<file path="src/sv/ipv4c_pkg.sv">
package ipv4c_pkg;

  localparam int unsigned ADDR_W  = 32;
  localparam int unsigned FLAGS_W = 10;
  localparam int unsigned PLEN_W  = 6;
  localparam int unsigned BYTES   = ADDR_W / 8;

  // class flag bit positions
  localparam int unsigned FLG_UNSPEC   = 0;
  localparam int unsigned FLG_LOOPBACK = 1;
  localparam int unsigned FLG_MCAST    = 2;
  localparam int unsigned FLG_LINKLOC  = 3;
  localparam int unsigned FLG_PRIVATE  = 4;
  localparam int unsigned FLG_CGNAT    = 5;
  localparam int unsigned FLG_DOC      = 6;
  localparam int unsigned FLG_BENCH    = 7;
  localparam int unsigned FLG_RSVD     = 8;
  localparam int unsigned FLG_LBCAST   = 9;

  localparam logic [ADDR_W-1:0] ALL_ONES = '1;

  localparam logic [ADDR_W-1:0] MSK_8  = 32'hFF00_0000;
  localparam logic [ADDR_W-1:0] MSK_4  = 32'hF000_0000;
  localparam logic [ADDR_W-1:0] MSK_10 = 32'hFFC0_0000;
  localparam logic [ADDR_W-1:0] MSK_12 = 32'hFFF0_0000;
  localparam logic [ADDR_W-1:0] MSK_15 = 32'hFFFE_0000;
  localparam logic [ADDR_W-1:0] MSK_16 = 32'hFFFF_0000;
  localparam logic [ADDR_W-1:0] MSK_24 = 32'hFFFF_FF00;

  localparam logic [ADDR_W-1:0] NET_LOOPBACK = 32'h7F00_0000;
  localparam logic [ADDR_W-1:0] NET_MCAST    = 32'hE000_0000;
  localparam logic [ADDR_W-1:0] NET_LINKLOC  = 32'hA9FE_0000;
  localparam logic [ADDR_W-1:0] NET_PRIV10   = 32'h0A00_0000;
  localparam logic [ADDR_W-1:0] NET_PRIV172  = 32'hAC10_0000;
  localparam logic [ADDR_W-1:0] NET_PRIV192  = 32'hC0A8_0000;
  localparam logic [ADDR_W-1:0] NET_CGNAT    = 32'h6440_0000;
  localparam logic [ADDR_W-1:0] NET_DOC1     = 32'hC000_0200;
  localparam logic [ADDR_W-1:0] NET_DOC2     = 32'hC633_6400;
  localparam logic [ADDR_W-1:0] NET_DOC3     = 32'hCB00_7100;
  localparam logic [ADDR_W-1:0] NET_BENCH    = 32'hC612_0000;
  localparam logic [ADDR_W-1:0] NET_RSVD     = 32'hF000_0000;

  // mask properties; index BYTES-1 is the top octet
  typedef struct packed {
    logic                   contig;
    logic                   proper;
    logic [BYTES-1:0]       full;
    logic [BYTES-1:0][3:0]  cnt;
  } mask_stat_t;

endpackage

</file>
<file path="src/sv/ipv4c_mask_stat.sv">
module ipv4c_mask_stat (
  input  logic [31:0]             mask,
  output ipv4c_pkg::mask_stat_t   stat
);
  import ipv4c_pkg::*;

  function automatic logic [3:0] lead8(input logic [7:0] b);
    logic [3:0] n;
    logic       run;
    n   = '0;
    run = 1'b1;
    for (int i = 7; i >= 0; i--) begin
      run = run & b[i];
      n   = n + {3'b000, run};
    end
    return n;
  endfunction

  logic [ADDR_W-1:0] dec;
  logic              is_zero;

  always_comb begin
    dec         = mask - ADDR_W'(1);
    is_zero     = (mask == '0);
    stat.contig = is_zero || ((mask | dec) == ALL_ONES);
    stat.proper = stat.contig && !is_zero && (mask != ALL_ONES);
    for (int k = 0; k < BYTES; k++) begin
      stat.cnt[k]  = lead8(mask[k*8 +: 8]);
      stat.full[k] = (mask[k*8 +: 8] == 8'hFF);
    end
  end

endmodule

</file>
<file path="src/sv/ipv4_address_and_subnet_classifier.sv">
// Classifies one IPv4 address per beat against the fixed special-use ranges
// and checks it, with a reference address, against the subnet mask written on
// the cfg channel. A new beat is accepted every cycle while the pipe is not
// stalled by m_tready; the three register stages are range match and mask
// analysis, 32-bit compares and prefix sum, and final gating. Backpressure on
// m_tready stalls the pipe without loss. The mask may only be rewritten while
// no beat is in flight.
module ipv4_address_and_subnet_classifier (
  input  logic        clk,
  input  logic        rst,
  input  logic        cfg_valid,
  output logic        cfg_ready,
  input  logic [31:0] cfg_data,   // subnet_mask
  input  logic        s_tvalid,
  output logic        s_tready,
  input  logic [63:0] s_tdata,    // addr[31:0], ref_addr[63:32]
  output logic        m_tvalid,
  input  logic        m_tready,
  output logic [23:0] m_tdata     // class_flags[9:0], reserved_special[10],
                                  // unicast_global[11], mask_contiguous[12],
                                  // prefix_len[18:13], is_network_addr[19],
                                  // is_subnet_bcast[20], is_directed_bcast[21],
                                  // same_subnet[22], zero[23]
);
  import ipv4c_pkg::*;

  logic [ADDR_W-1:0] mask;
  mask_stat_t        mstat;

  assign cfg_ready = 1'b1;

  always_ff @(posedge clk) begin
    if (rst) begin
      mask <= '0;
    end else if (cfg_valid) begin
      mask <= cfg_data;
    end
  end

  ipv4c_mask_stat u_mask_stat (
    .mask (mask),
    .stat (mstat)
  );

  // pipeline advance
  logic v1, v2, v3;
  logic en1, en2, en3;

  assign en3      = !v3 || m_tready;
  assign en2      = !v2 || en3;
  assign en1      = !v1 || en2;
  assign s_tready = en1;

  // stage 1: range match, mask properties
  logic [ADDR_W-1:0]  in_a, in_r;
  logic [FLAGS_W-1:0] flg;
  logic [ADDR_W-1:0]  a1, r1;
  logic [FLAGS_W-1:0] flg1;
  mask_stat_t         ms1;

  assign in_a = s_tdata[31:0];
  assign in_r = s_tdata[63:32];

  always_comb begin
    flg               = '0;
    flg[FLG_UNSPEC]   = (in_a == '0);
    flg[FLG_LOOPBACK] = ((in_a & MSK_8) == NET_LOOPBACK);
    flg[FLG_MCAST]    = ((in_a & MSK_4) == NET_MCAST);
    flg[FLG_LINKLOC]  = ((in_a & MSK_16) == NET_LINKLOC);
    flg[FLG_PRIVATE]  = ((in_a & MSK_8) == NET_PRIV10) ||
                        ((in_a & MSK_12) == NET_PRIV172) ||
                        ((in_a & MSK_16) == NET_PRIV192);
    flg[FLG_CGNAT]    = ((in_a & MSK_10) == NET_CGNAT);
    flg[FLG_DOC]      = ((in_a & MSK_24) == NET_DOC1) ||
                        ((in_a & MSK_24) == NET_DOC2) ||
                        ((in_a & MSK_24) == NET_DOC3);
    flg[FLG_BENCH]    = ((in_a & MSK_15) == NET_BENCH);
    flg[FLG_RSVD]     = ((in_a & MSK_4) == NET_RSVD);
    flg[FLG_LBCAST]   = (in_a == ALL_ONES);
  end

  always_ff @(posedge clk) begin
    if (rst) begin
      v1 <= 1'b0;
    end else if (en1) begin
      v1 <= s_tvalid;
    end
  end

  always_ff @(posedge clk) begin
    if (en1 && s_tvalid) begin
      a1   <= in_a;
      r1   <= in_r;
      flg1 <= flg;
      ms1  <= mstat;
    end
  end

  // stage 2: subnet compares, prefix length, summaries
  logic [ADDR_W-1:0]  hm, a_net;
  logic [PLEN_W-1:0]  plen;
  logic [FLAGS_W-1:0] flg2;
  logic               rsv2, ug2, contig2, proper2;
  logic [PLEN_W-1:0]  plen2;
  logic               host0_2, host1_2, dir2, same2;

  assign hm    = ~mask;
  assign a_net = a1 & mask;

  always_comb begin
    if (!ms1.full[3]) begin
      plen = PLEN_W'(ms1.cnt[3]);
    end else if (!ms1.full[2]) begin
      plen = PLEN_W'(8) + PLEN_W'(ms1.cnt[2]);
    end else if (!ms1.full[1]) begin
      plen = PLEN_W'(16) + PLEN_W'(ms1.cnt[1]);
    end else begin
      plen = PLEN_W'(24) + PLEN_W'(ms1.cnt[0]);
    end
  end

  always_ff @(posedge clk) begin
    if (rst) begin
      v2 <= 1'b0;
    end else if (en2) begin
      v2 <= v1;
    end
  end

  always_ff @(posedge clk) begin
    if (en2 && v1) begin
      flg2    <= flg1;
      rsv2    <= flg1[FLG_UNSPEC] || flg1[FLG_LOOPBACK] || flg1[FLG_LINKLOC] ||
                 flg1[FLG_MCAST] || flg1[FLG_RSVD];
      ug2     <= (flg1[FLG_RSVD:0] == '0);
      contig2 <= ms1.contig;
      proper2 <= ms1.proper;
      plen2   <= plen;
      host0_2 <= ((a1 & hm) == '0);
      host1_2 <= ((a1 & hm) == hm);
      dir2    <= ((a_net | hm) == r1);
      same2   <= (a_net == (r1 & mask));
    end
  end

  // stage 3: gating, output register
  logic [FLAGS_W-1:0] o_flags;
  logic               o_rsv, o_ug, o_contig;
  logic [PLEN_W-1:0]  o_plen;
  logic               o_net, o_bc, o_dir, o_same;

  always_ff @(posedge clk) begin
    if (rst) begin
      v3 <= 1'b0;
    end else if (en3) begin
      v3 <= v2;
    end
  end

  always_ff @(posedge clk) begin
    if (en3 && v2) begin
      o_flags  <= flg2;
      o_rsv    <= rsv2;
      o_ug     <= ug2;
      o_contig <= contig2;
      o_plen   <= plen2;
      o_net    <= proper2 && host0_2;
      o_bc     <= proper2 && host1_2;
      o_dir    <= proper2 && dir2;
      o_same   <= contig2 && same2;
    end
  end

  assign m_tvalid = v3;
  assign m_tdata  = {1'b0, o_same, o_dir, o_bc, o_net, o_plen,
                     o_contig, o_ug, o_rsv, o_flags};

  // a full, stalled pipe takes no new beat
  a_full_stall: assert property (@(posedge clk) disable iff (rst)
    (v1 && v2 && v3 && !m_tready) |-> !s_tready)
    else $error("beat accepted into a full stalled pipe");

  // a result appears only out of stage 2
  a_out_source: assert property (@(posedge clk) disable iff (rst)
    $rose(m_tvalid) |-> $past(v2))
    else $error("output valid without a stage 2 beat");

  // subnet relations are gated by mask contiguity
  a_contig_gate: assert property (@(posedge clk) disable iff (rst)
    (m_tvalid && !o_contig) |-> !(o_net || o_bc || o_dir || o_same))
    else $error("subnet relation set under non-contiguous mask");

endmodule
</file>
<file path="config.mk">
export PLATFORM = sky130hd
export DESIGN_NAME = ipv4_address_and_subnet_classifier
export DESIGN_NICKNAME = d
export VERILOG_FILES = /design/src/sv/ipv4c_pkg.sv /design/src/sv/ipv4c_mask_stat.sv /design/src/sv/ipv4_address_and_subnet_classifier.sv
export SDC_FILE = /design/constraint.sdc
export NUM_CORES = 1
export LEC_CHECK = 0
export ABC_CLOCK_PERIOD_IN_PS = 8300
export BUFFER_PORTS_ARGS = -buffer_cell sky130_fd_sc_hd__buf_2
export CAP_MARGIN = 15
export CORE_UTILIZATION = 30
export CTS_CLUSTER_DIAMETER = 40
export DETAILED_ROUTE_END_ITERATION = 16
export GPL_ROUTABILITY_DRIVEN = 0
export PLACE_DENSITY = 0.52
export SETUP_SLACK_MARGIN = 0.15
export SLEW_MARGIN = 0
export SYNTH_ARGS = -nofsm -noshare
export SYNTH_HDL_FRONTEND = slang
export SYNTH_SLANG_ARGS = --single-unit
</file>
<file path="constraint.sdc">
create_clock -name clk -period 8.3 [get_ports clk]
set_clock_uncertainty 0.1 [all_clocks]
set_input_delay 0.415 -clock clk [delete_from_list [all_inputs] [get_ports clk]]
set_output_delay 0.415 -clock clk [all_outputs]
set_load 0.01 [all_outputs]
</file>
== Yosys cells after proc, flatten, opt, wreduce, memory -nomap -nowiden ==
Cells that the tools add are included.
Operators by class
  add/subtract/negate cells: 32
  equality and inequality tests: 22
  muxes and demuxes: 3
  bitwise operators: 34
  reduce and logical (&&, ||, !) cells: 29
Operators by type and width (count)
  adder 4 x 1 -> 4 bit: 24
  bitwise AND 32 bit: 3
  equality test 32 bit: 3
  zero test 32 bit: 3
  equality test 24 bit, second input constant: 3
  equality test 32 bit, second input constant: 2
  OR 32 bit: 2
  equality test 16 bit, second input constant: 2
  equality test 8 bit, second input constant: 4
  inequality test 32 bit, second input constant: 1
  NOT 32 bit: 1
  subtractor 32 x 1 -> 32 bit, second input constant: 1
  bitwise AND 1 bit: 28
  equality test 15 bit, second input constant: 1
  adder 5 x 4 -> 6 bit, first input constant: 2
  equality test 12 bit, second input constant: 1
  logical OR 1 bit: 12
  2-to-1 mux 6 bit: 2
  equality test 10 x 9 -> 1 bit, second input constant: 1
  logical AND 1 bit: 9
  zero test 9 bit: 1
  adder 1 x 1 -> 2 bit: 4
  equality test 4 bit, second input constant: 2
  equality test 8 x 4 -> 1 bit, second input constant: 1
  4 further kinds: 7
Word-level totals
  flip-flop bits (word level): 178
  input bits: 101
  output and inout bits: 27
  logic and storage cells: 154

== Longest topological paths before layout ==
Gate-level depths: netlist (run 1).
  depth in word-level cells: 8
  gate-level depth with buffers: 12
  mapped depth without buffers: 11

== By module ==
Synthesis (run 1) repeated with hierarchy kept, for this count alone.
Unflattened totals
  cell total of the unflattened synthesis: 741
  area total of the unflattened synthesis: 8511.9 um2
Modules (own cells, without submodules)
  ipv4_address_and_subnet_classifier: instances 1, cells an instance 584, area each 7340.8 um2, sequential area each 4964.8 um2
  ipv4c_mask_stat: instances 1, cells an instance 157, area each 1171.1 um2, sequential area each 0.0 um2

== Least setup slack after synthesis (run 1) ==
No wires, ideal clock.
  path kind: flip-flop to flip-flop
  start: reg v1
  end: reg a1[0], enable pin
  setup time: 0.605 ns
  arrival: 5.486 ns
  required time: 7.595 ns
  slack: 2.109 ns
  stages on the path, launching flop included: 2
  path buffers: 0
  clock period less this slack: 6.191 ns
  path through: dfxtp_1 a31oi_1
On the way
  longest elaborated chain between the ends: 3
RTL lines
  start, declared: line ipv4_address_and_subnet_classifier.sv:46  | logic v1, v2, v3;
  start signal, assigned: line ipv4_address_and_subnet_classifier.sv:86  | v1 <= s_tvalid;
  zero test 1 bit: line ipv4_address_and_subnet_classifier.sv:51  | assign en1 = !v1 || en2;
  logical OR 1 bit: line ipv4_address_and_subnet_classifier.sv:51
  logical AND 1 bit: line ipv4_address_and_subnet_classifier.sv:91  | if (en1 && s_tvalid) begin
  end signal, assigned: line ipv4_address_and_subnet_classifier.sv:92  | a1 <= in_a;
  end, declared: line ipv4_address_and_subnet_classifier.sv:57  | logic [ADDR_W-1:0] a1, r1;
Every way passes these cells.
A chain may end at the register's enable or synchronous reset.

==> results of run 1 <==
==> worst min path at each step <==
stage | from | to | slack (ns) | depth (start not counted)
after floorplan | ms1[21]$_DFFE_PP_ | contig2$_DFFE_PP_ | 0.30 | 0
after global placement | flg1[9]$_DFFE_PP_ | flg2[9]$_DFFE_PP_ | 0.30 | 0
after detailed placement | flg2[2]$_DFFE_PP_ | o_flags[2]$_DFFE_PP_ | 0.30 | 0
after CTS | s_tdata[50] | r1[18]$_DFFE_PP_ | 0.03 | 1
after global routing | s_tdata[52] | r1[20]$_DFFE_PP_ | 0.03 | 1
final | s_tdata[50] | r1[18]$_DFFE_PP_ | 0.04 | 1
==> worst reg2reg max path, cell delays in order, from the launching register on <==
cell     delay (ns)
dfxtp_1        0.59
and3_1         0.32
nand4_1        0.18
nor2_1         0.23
fa_1           0.46
fa_1           0.49
inv_1          0.05
fa_1           0.40
fa_1           0.39
xnor2_1        0.14
==> per-layer routing <==
layer  share of wire [%]  wire (µm)
met5                   0          0
met4                 3.8        971
met3                 5.8       1490
met2                  48      12200
met1                  42      10700
==> final cells by class <==
class                           instances  share of cell area [%]
Multi-Input combinational cell        480                    32.1
Sequential cell                       177                    48.8
Timing Repair Buffer                  132                    6.66
Antenna cell                            1                  0.0246
Clock buffer                           17                    4.18
Clock inverter                         14                    1.36
Inverter                               62                    2.29
Tap cell                              378                    4.65
==> stage by stage <==
step | area, µm² | utilization [%] | power (mW) | setup slack [ns] | instances
after detailed placement | 9610 | 34.1 | 1.28 | 4.73 | 1229
after global routing | 10200 | 36.1 | 2.12 | 4.49 | 1261
after floorplan | 8680 | - | 1.19 | 2.11 | 768
after CTS | 10200 | 36.1 | 2.06 | 4.70 | 1260
final | 10200 | 36.1 | 2.04 | 4.69 | 1261
after global placement | 9610 | 34.1 | 1.28 | 4.79 | 1229
==> cells in the final DEF (no fill, tap or decap), drive strengths merged, types with 4 or more instances in the layout <==
cell and count:
and2 16, nor4 24, o22ai 49, or4 6, nor2 77, fa 16
o21ai 9, ha 8, a21oi 27, nor3 20, and4 6, mux2 4
dfxtp 35, xnor2 5, nand3b 18, clkbuf 17, inv 72, a221oi 4
mux2i 36, nor2b 22, edfxtp 142, and3 10, buf 132, nand2 49
nand3 15, nand4 18
==> cell families (layout without fill, tap and decap cells) <==
family          Yosys count  after routing  share of synthesized area, %
compound gates          111            111                          8.32
buf+inv                 111            225                          5.48
other cells               2              3                        0.0865
xor+xnor                  6              6                         0.605
flops                   177            177                          57.2
simple gates            297            297                          18.8
fa+ha+maj                24             24                          4.84
mux                      40             40                          4.67
==> where the power goes <==
group	switching, mW	internal (mW)	total (mW)
combinational	0.107	0.0766	0.184
clock	0.380	0.399	0.779
sequential	0.0686	1.01	1.08
==> sequential cells by signal, summed over array words and instances, names as in the netlist, 6 cells and up <==
signal,count
o_plen,6
plen2,6
r1,32
mask,32
o_flags,10
a1,32
ms1,21
flg2,10
flg1,10
==> impl_metrics.toml, run 1 <==
[sta]
timing.setup.tns_ns = 0
hold_slack_ns = 0.0426
fin_crit_sh_pct = 43.5
worst_slew_pin_slew_ns = 1.04
grt_setup_unrepaired = "false"
fmax_ghz = 0.277
final_slew_violations = 0
slew-limit-headroom_pct = 30.9
setup_viol = 0
hold_viol = 0
min_period_ns = 3.61

[floorplanning]
initial_utilization_pct = 30.8
die_height_um = 172
io-pin-count = 128
die_w_um = 172
core-area_um2 = 28200
die_footprint_um2 = 29600
rows = 61

[global_route]
global_route_met3_usage_pct = 3.64
overflow = 0
grt_first_pass_wirelength_um = 38300
grt_max_degree = 76
groute.layer.met2.usage_pct = 29.6
antenna_found_initial = 1
met1_usage_pct = 22.2
busiest_layer_in_global_routing = "met2"
grt_pass1_vias = 6318
grtUsageTotal_pct = 17.9

[cts]
post_cts.resized_instances = 0
tritoncts.num_buffers = 17
clock_sink_count = 177
clk-insertion-delay-late_ns = 0.44
cts_tree = "built"
clock_tree.root_cell = "clkbuf_16"
maximum_level_of_the_cts_h_tree = 4
clock_tree.buffer_depth = 2
cts_hold_buf = 0
setup_buffers_after_cts = 0
clkSlewWorstSetupHoldPaths_ns = 0.07

[detailed_routing]
number_of_vias_per_cell = 5.08
remaining_drc_errors = 0
detail_route.first_pass.iterations = 6
antenna_left = 0
post_drt_wl_per_cell_um = 20.2
dr.first_iter.drc_count = 720
drt_wl_total_um = 25400
num_vias = 6401

[synthesis]
synthesis.yosys.warnings = 0
synth_most_common_cell = "edfxtp_1"
yosys_top_cell_area_share_pct = 49.1
synth_cell_type_count = 60
synth_nets = 893
synth_commonest_cells = "edfxtp_1, nor2_1, inv_1"
synth.area.top_cells = "edfxtp_1, dfxtp_1, mux2i_1, fa_1, o22ai_1"
post_synth_inst_count = 768
post_synth.cell_area_avg_um2 = 11.3
synth_edf_count = 142
yosys.area.top_type = "edfxtp_1"
synth.cell_area_um2 = 8680
post_synthesis_async_set_or_reset_flop_share_pct = 0
synth_top_flop_cell = "edfxtp_1"
synth_sequential_area_ratio_pct = 57.2
ys_ff_latch = 177

[setup_path]
cpLargestDelayFamily = "adder cells"
timing.critical_path.from_type = "register"
critical_path_buf_inv_count = 1
critPathKind = "register to register"
required_worst_endpoint_ns = 8.38
critical_path.reg2reg.endpoint = "ms1[2]$_DFFE_PP_"
end_kind = "register"
timing.critical_path.mode_cell = "fa_1"
cell_depth_of_the_worst_setup_path = 9
critPathSlowestCell = "dfxtp_1"
worst_ep_arrival_time_ns = 3.69
crit_fanout = 11
reg2reg_from = "mask[6]$_SDFFE_PP0P_"
timing.reg2reg.setup_slack_ns = 4.69
timing.critical_path.cells = "and3_1, nand4_1, nor2_1, fa_1, fa_1, inv_1, fa_1, fa_1, xnor2_1"
crit_end = "ms1[2]$_DFFE_PP_"
r2r.worst_path.cells = 9
worst_path_max_stage_delay_ns = 0.59
crit_start = "mask[6]$_SDFFE_PP0P_"

[power]
leakage_nw = 3.88
irDropWorstVdd_mv = 0.0971
power_density_nw_per_um2 = 201

[finish]
multiInputGateArea_um2 = 3260
layout_stage_area_growth_over_the_synthesis_result_pct = 17.2
final-seq-area_um2 = 4960
num-fill-cells = 2799
layout-drive-gt1-share_pct = 20.2
nets = 995

[placed_design]
portBuffers = 125
dp_hpwl_um = 19500

[job]
cap_violations = 0

[status]
run_status = "complete, no violations"

[worst_hold_path]
timing.hold.worst.class = "primary input to register"
(Power assumes the default switching activity.)
==> run 2, diff against run 1 <==
--- a/config.mk
+++ b/config.mk
@@ -5,14 +5,15 @@
 export SDC_FILE = /design/constraint.sdc
 export NUM_CORES = 1
 export LEC_CHECK = 0
-export ABC_CLOCK_PERIOD_IN_PS = 8300
+export ABC_AREA = 1
+export ABC_CLOCK_PERIOD_IN_PS = 3000
 export BUFFER_PORTS_ARGS = -buffer_cell sky130_fd_sc_hd__buf_2
 export CAP_MARGIN = 15
 export CORE_UTILIZATION = 30
 export CTS_CLUSTER_DIAMETER = 40
 export DETAILED_ROUTE_END_ITERATION = 16
 export GPL_ROUTABILITY_DRIVEN = 0
-export PLACE_DENSITY = 0.52
+export PLACE_DENSITY = 0.54
 export SETUP_SLACK_MARGIN = 0.15
 export SLEW_MARGIN = 0
 export SYNTH_ARGS = -nofsm -noshare
==> constraint.sdc (replaced) <==
create_clock -name clk -period 3 [get_ports clk]
set_clock_uncertainty 0.1 [all_clocks]
set_input_delay 0.15 -clock clk [delete_from_list [all_inputs] [get_ports clk]]
set_output_delay 0.15 -clock clk [all_outputs]
set_load 0.01 [all_outputs]
==> impl_metrics.toml, run 2 <==
[power]
leakage_nw = 5.26
irDropWorstVdd_mv = 0.341
power_density_nw_per_um2 = 476

[setup_path]
worst_path_max_stage_delay_ns = 0.52
crit_fanout = 2
end_kind = "register"
critical_path.reg2reg.endpoint = "ms1[9]$_DFFE_PP_"
crit_start = "mask[23]$_SDFFE_PP0P_"
timing.critical_path.cells = "nand2_4, nor2_4, nand2_2, nor2_4, nand2_2, nor2_4, nand2_2, fa_1, inv_1, fa_1, fa_2, inv_2, fa_2, inv_2"
critPathSlowestCell = "fa_2"
r2r.worst_path.cells = 14
required_worst_endpoint_ns = 3.11
timing.critical_path.from_type = "register"
reg2reg_from = "mask[23]$_SDFFE_PP0P_"
critPathKind = "register to register"
worst_ep_arrival_time_ns = 3.22
timing.reg2reg.setup_slack_ns = -0.12

[detailed_routing]
drt_wl_total_um = 28900
post_drt_wl_per_cell_um = 17.1
antenna_left = 0
dr.first_iter.drc_count = 641
remaining_drc_errors = 0
detail_route.first_pass.iterations = 10
number_of_vias_per_cell = 4.81
num_vias = 8125

[synthesis]
synth_edf_count = 142
synth_nets = 1103
yosys.area.top_type = "edfxtp_1"
yosys_top_cell_area_share_pct = 47.3
synth_top_flop_cell = "edfxtp_1"
post_synth.cell_area_avg_um2 = 9.22
synthesis.yosys.warnings = 0
synth.cell_area_um2 = 9020
synth_commonest_cells = "nor2_1, nand2_1, edfxtp_1"
synth.area.top_cells = "edfxtp_1, dfxtp_1, nor2_1, nand2_1, inv_1"
synth_most_common_cell = "nor2_1"
synth_sequential_area_ratio_pct = 55.0
post_synthesis_async_set_or_reset_flop_share_pct = 0
post_synth_inst_count = 978
ys_ff_latch = 177
synth_cell_type_count = 43

[cts]
maximum_level_of_the_cts_h_tree = 4
clock_sink_count = 177
clk-insertion-delay-late_ns = 0.44
clock_tree.buffer_depth = 2
tritoncts.num_buffers = 17
clock_tree.root_cell = "clkbuf_16"
cts_tree = "built"
clkSlewWorstSetupHoldPaths_ns = 0.07

[sta]
slew-limit-headroom_pct = 50.4
setup_viol = 5
timing.setup.tns_ns = -0.341
fmax_ghz = 0.321
final_slew_violations = 0
hold_viol = 0
worst_slew_pin_slew_ns = 0.744
grt_setup_unrepaired = "true"
timing.final.ws_setup_ns = -0.116
min_period_ns = 3.12
fin_crit_sh_pct = 104

[worst_hold_path]
worst_hold_path.num_cells = 2
timing.hold.worst_endpoint = "v1$_SDFFE_PP0N_"
timing.hold.worst.class = "primary input to register"
worst_hold_startpoint = "rst"

[global_route]
grt_first_pass_wirelength_um = 43900
grt_max_degree = 96
grtUsageTotal_pct = 19.2
antenna_found_initial = 1
grt_pass1_vias = 8043
overflow = 0

[floorplanning]
die_w_um = 175
die_footprint_um2 = 30800
rows = 63
initial_utilization_pct = 30.4
die_height_um = 175
io-pin-count = 128
core-area_um2 = 29600

[finish]
num-fill-cells = 2961
num_antenna_cells = 0
finalCoreUtilization_pct = 41.9
nets = 1412
mostFrequentLayoutCell = "nor2_1"
top_regs = "a1 (32), mask (32), r1 (32)"
layout-drive-gt1-share_pct = 25.3
layout.cells.most_common_list = "nor2_1, nand2_1, edfxtp_1"
layout_stage_area_growth_over_the_synthesis_result_pct = 37.7

[job]
cap_violations = 0

[status]
violations = "negative setup slack"
run_status = "finished with violations"

[placed_design]
portBuffers = 125
dp_hpwl_um = 22400
pre_cts_slack_ns = -0.159
[run 2: stage by stage]
step,cell area (µm²),power [mW],cells,hold slack (ns)
6_report,12400,5.92,1690,0.175
5_1_grt,12400,6.14,1690,0.197
4_1_cts,12300,5.95,1683,0.171
3_5_place_dp,10600,3.64,1533,0.228
3_3_place_gp,10600,3.64,1533,0.227
2_1_floorplan,9120,3.30,978,0.149
[run 2: what timing repair did]
item,CTS,global route
setup buffers,20,7
hold endpoints to repair,99,0
endpoints found under the setup margin,10,12
pin swaps,14,8
gates resized for setup,10,18
hold buffers,98,0
[run 2: cell type report]
cell class | instances | area, µm² | share of cell area (%)
multi-input cells | 645 | 3540 | 28.5
clock inverters | 15 | 165 | 1.33
clock buffers | 17 | 425 | 3.42
well taps | 390 | 488 | 3.93
flip-flops and latches | 177 | 5000 | 40.2
repair buffers | 311 | 2290 | 18.4
inverters | 135 | 513 | 4.13
[run 2: cell families (layout without fill, tap and decap cells)]
logic type | Yosys count | count (layout) | synth area share (%)
flops | 177 | 177 | 55.0
fa+ha+maj | 24 | 24 | 4.66
other cells | 2 | 2 | 0.0833
xor+xnor | 4 | 4 | 0.388
simple gates | 494 | 494 | 24.1
buf+inv | 156 | 478 | 6.96
compound gates | 121 | 121 | 8.75
[run 2: routing by layer]
layer / wire [µm] / GRT usage [%]
met1: 11700 / 22.6
met2: 14200 / 33.2
met3: 1690 / 3.25
met4: 1340 / 10.4
met5: 10 / 0
[run 2: how the worst max path moves through the flow]
stage,end,slack (ns)
3_3_place_gp,ms1[5]$_DFFE_PP_,-0.07
5_1_grt,ms1[5]$_DFFE_PP_,-0.24
3_5_place_dp,ms1[9]$_DFFE_PP_,-0.16
4_1_cts,ms1[9]$_DFFE_PP_,-0.15
2_1_floorplan,ms1[5]$_DFFE_PP_,-0.20
6_report,ms1[9]$_DFFE_PP_,-0.12
[run 2: where the power goes]
| part | switching [mW] | leakage, nW | total, mW | internal (mW) |
|---|---|---|---|---|
| logic | 0.485 | 3.28 | 0.828 | 0.343 |
| registers | 0.103 | 1.70 | 2.88 | 2.78 |
| clock network | 1.09 | 0.284 | 2.21 | 1.12 |
[run 2: critical path, delay by kind of cell (launching register included)]
kind	cells	cell delay [ns]
simple gates	7	0.57
fa+ha+maj	4	1.76
flops	1	0.36
buf+inv	3	0.12
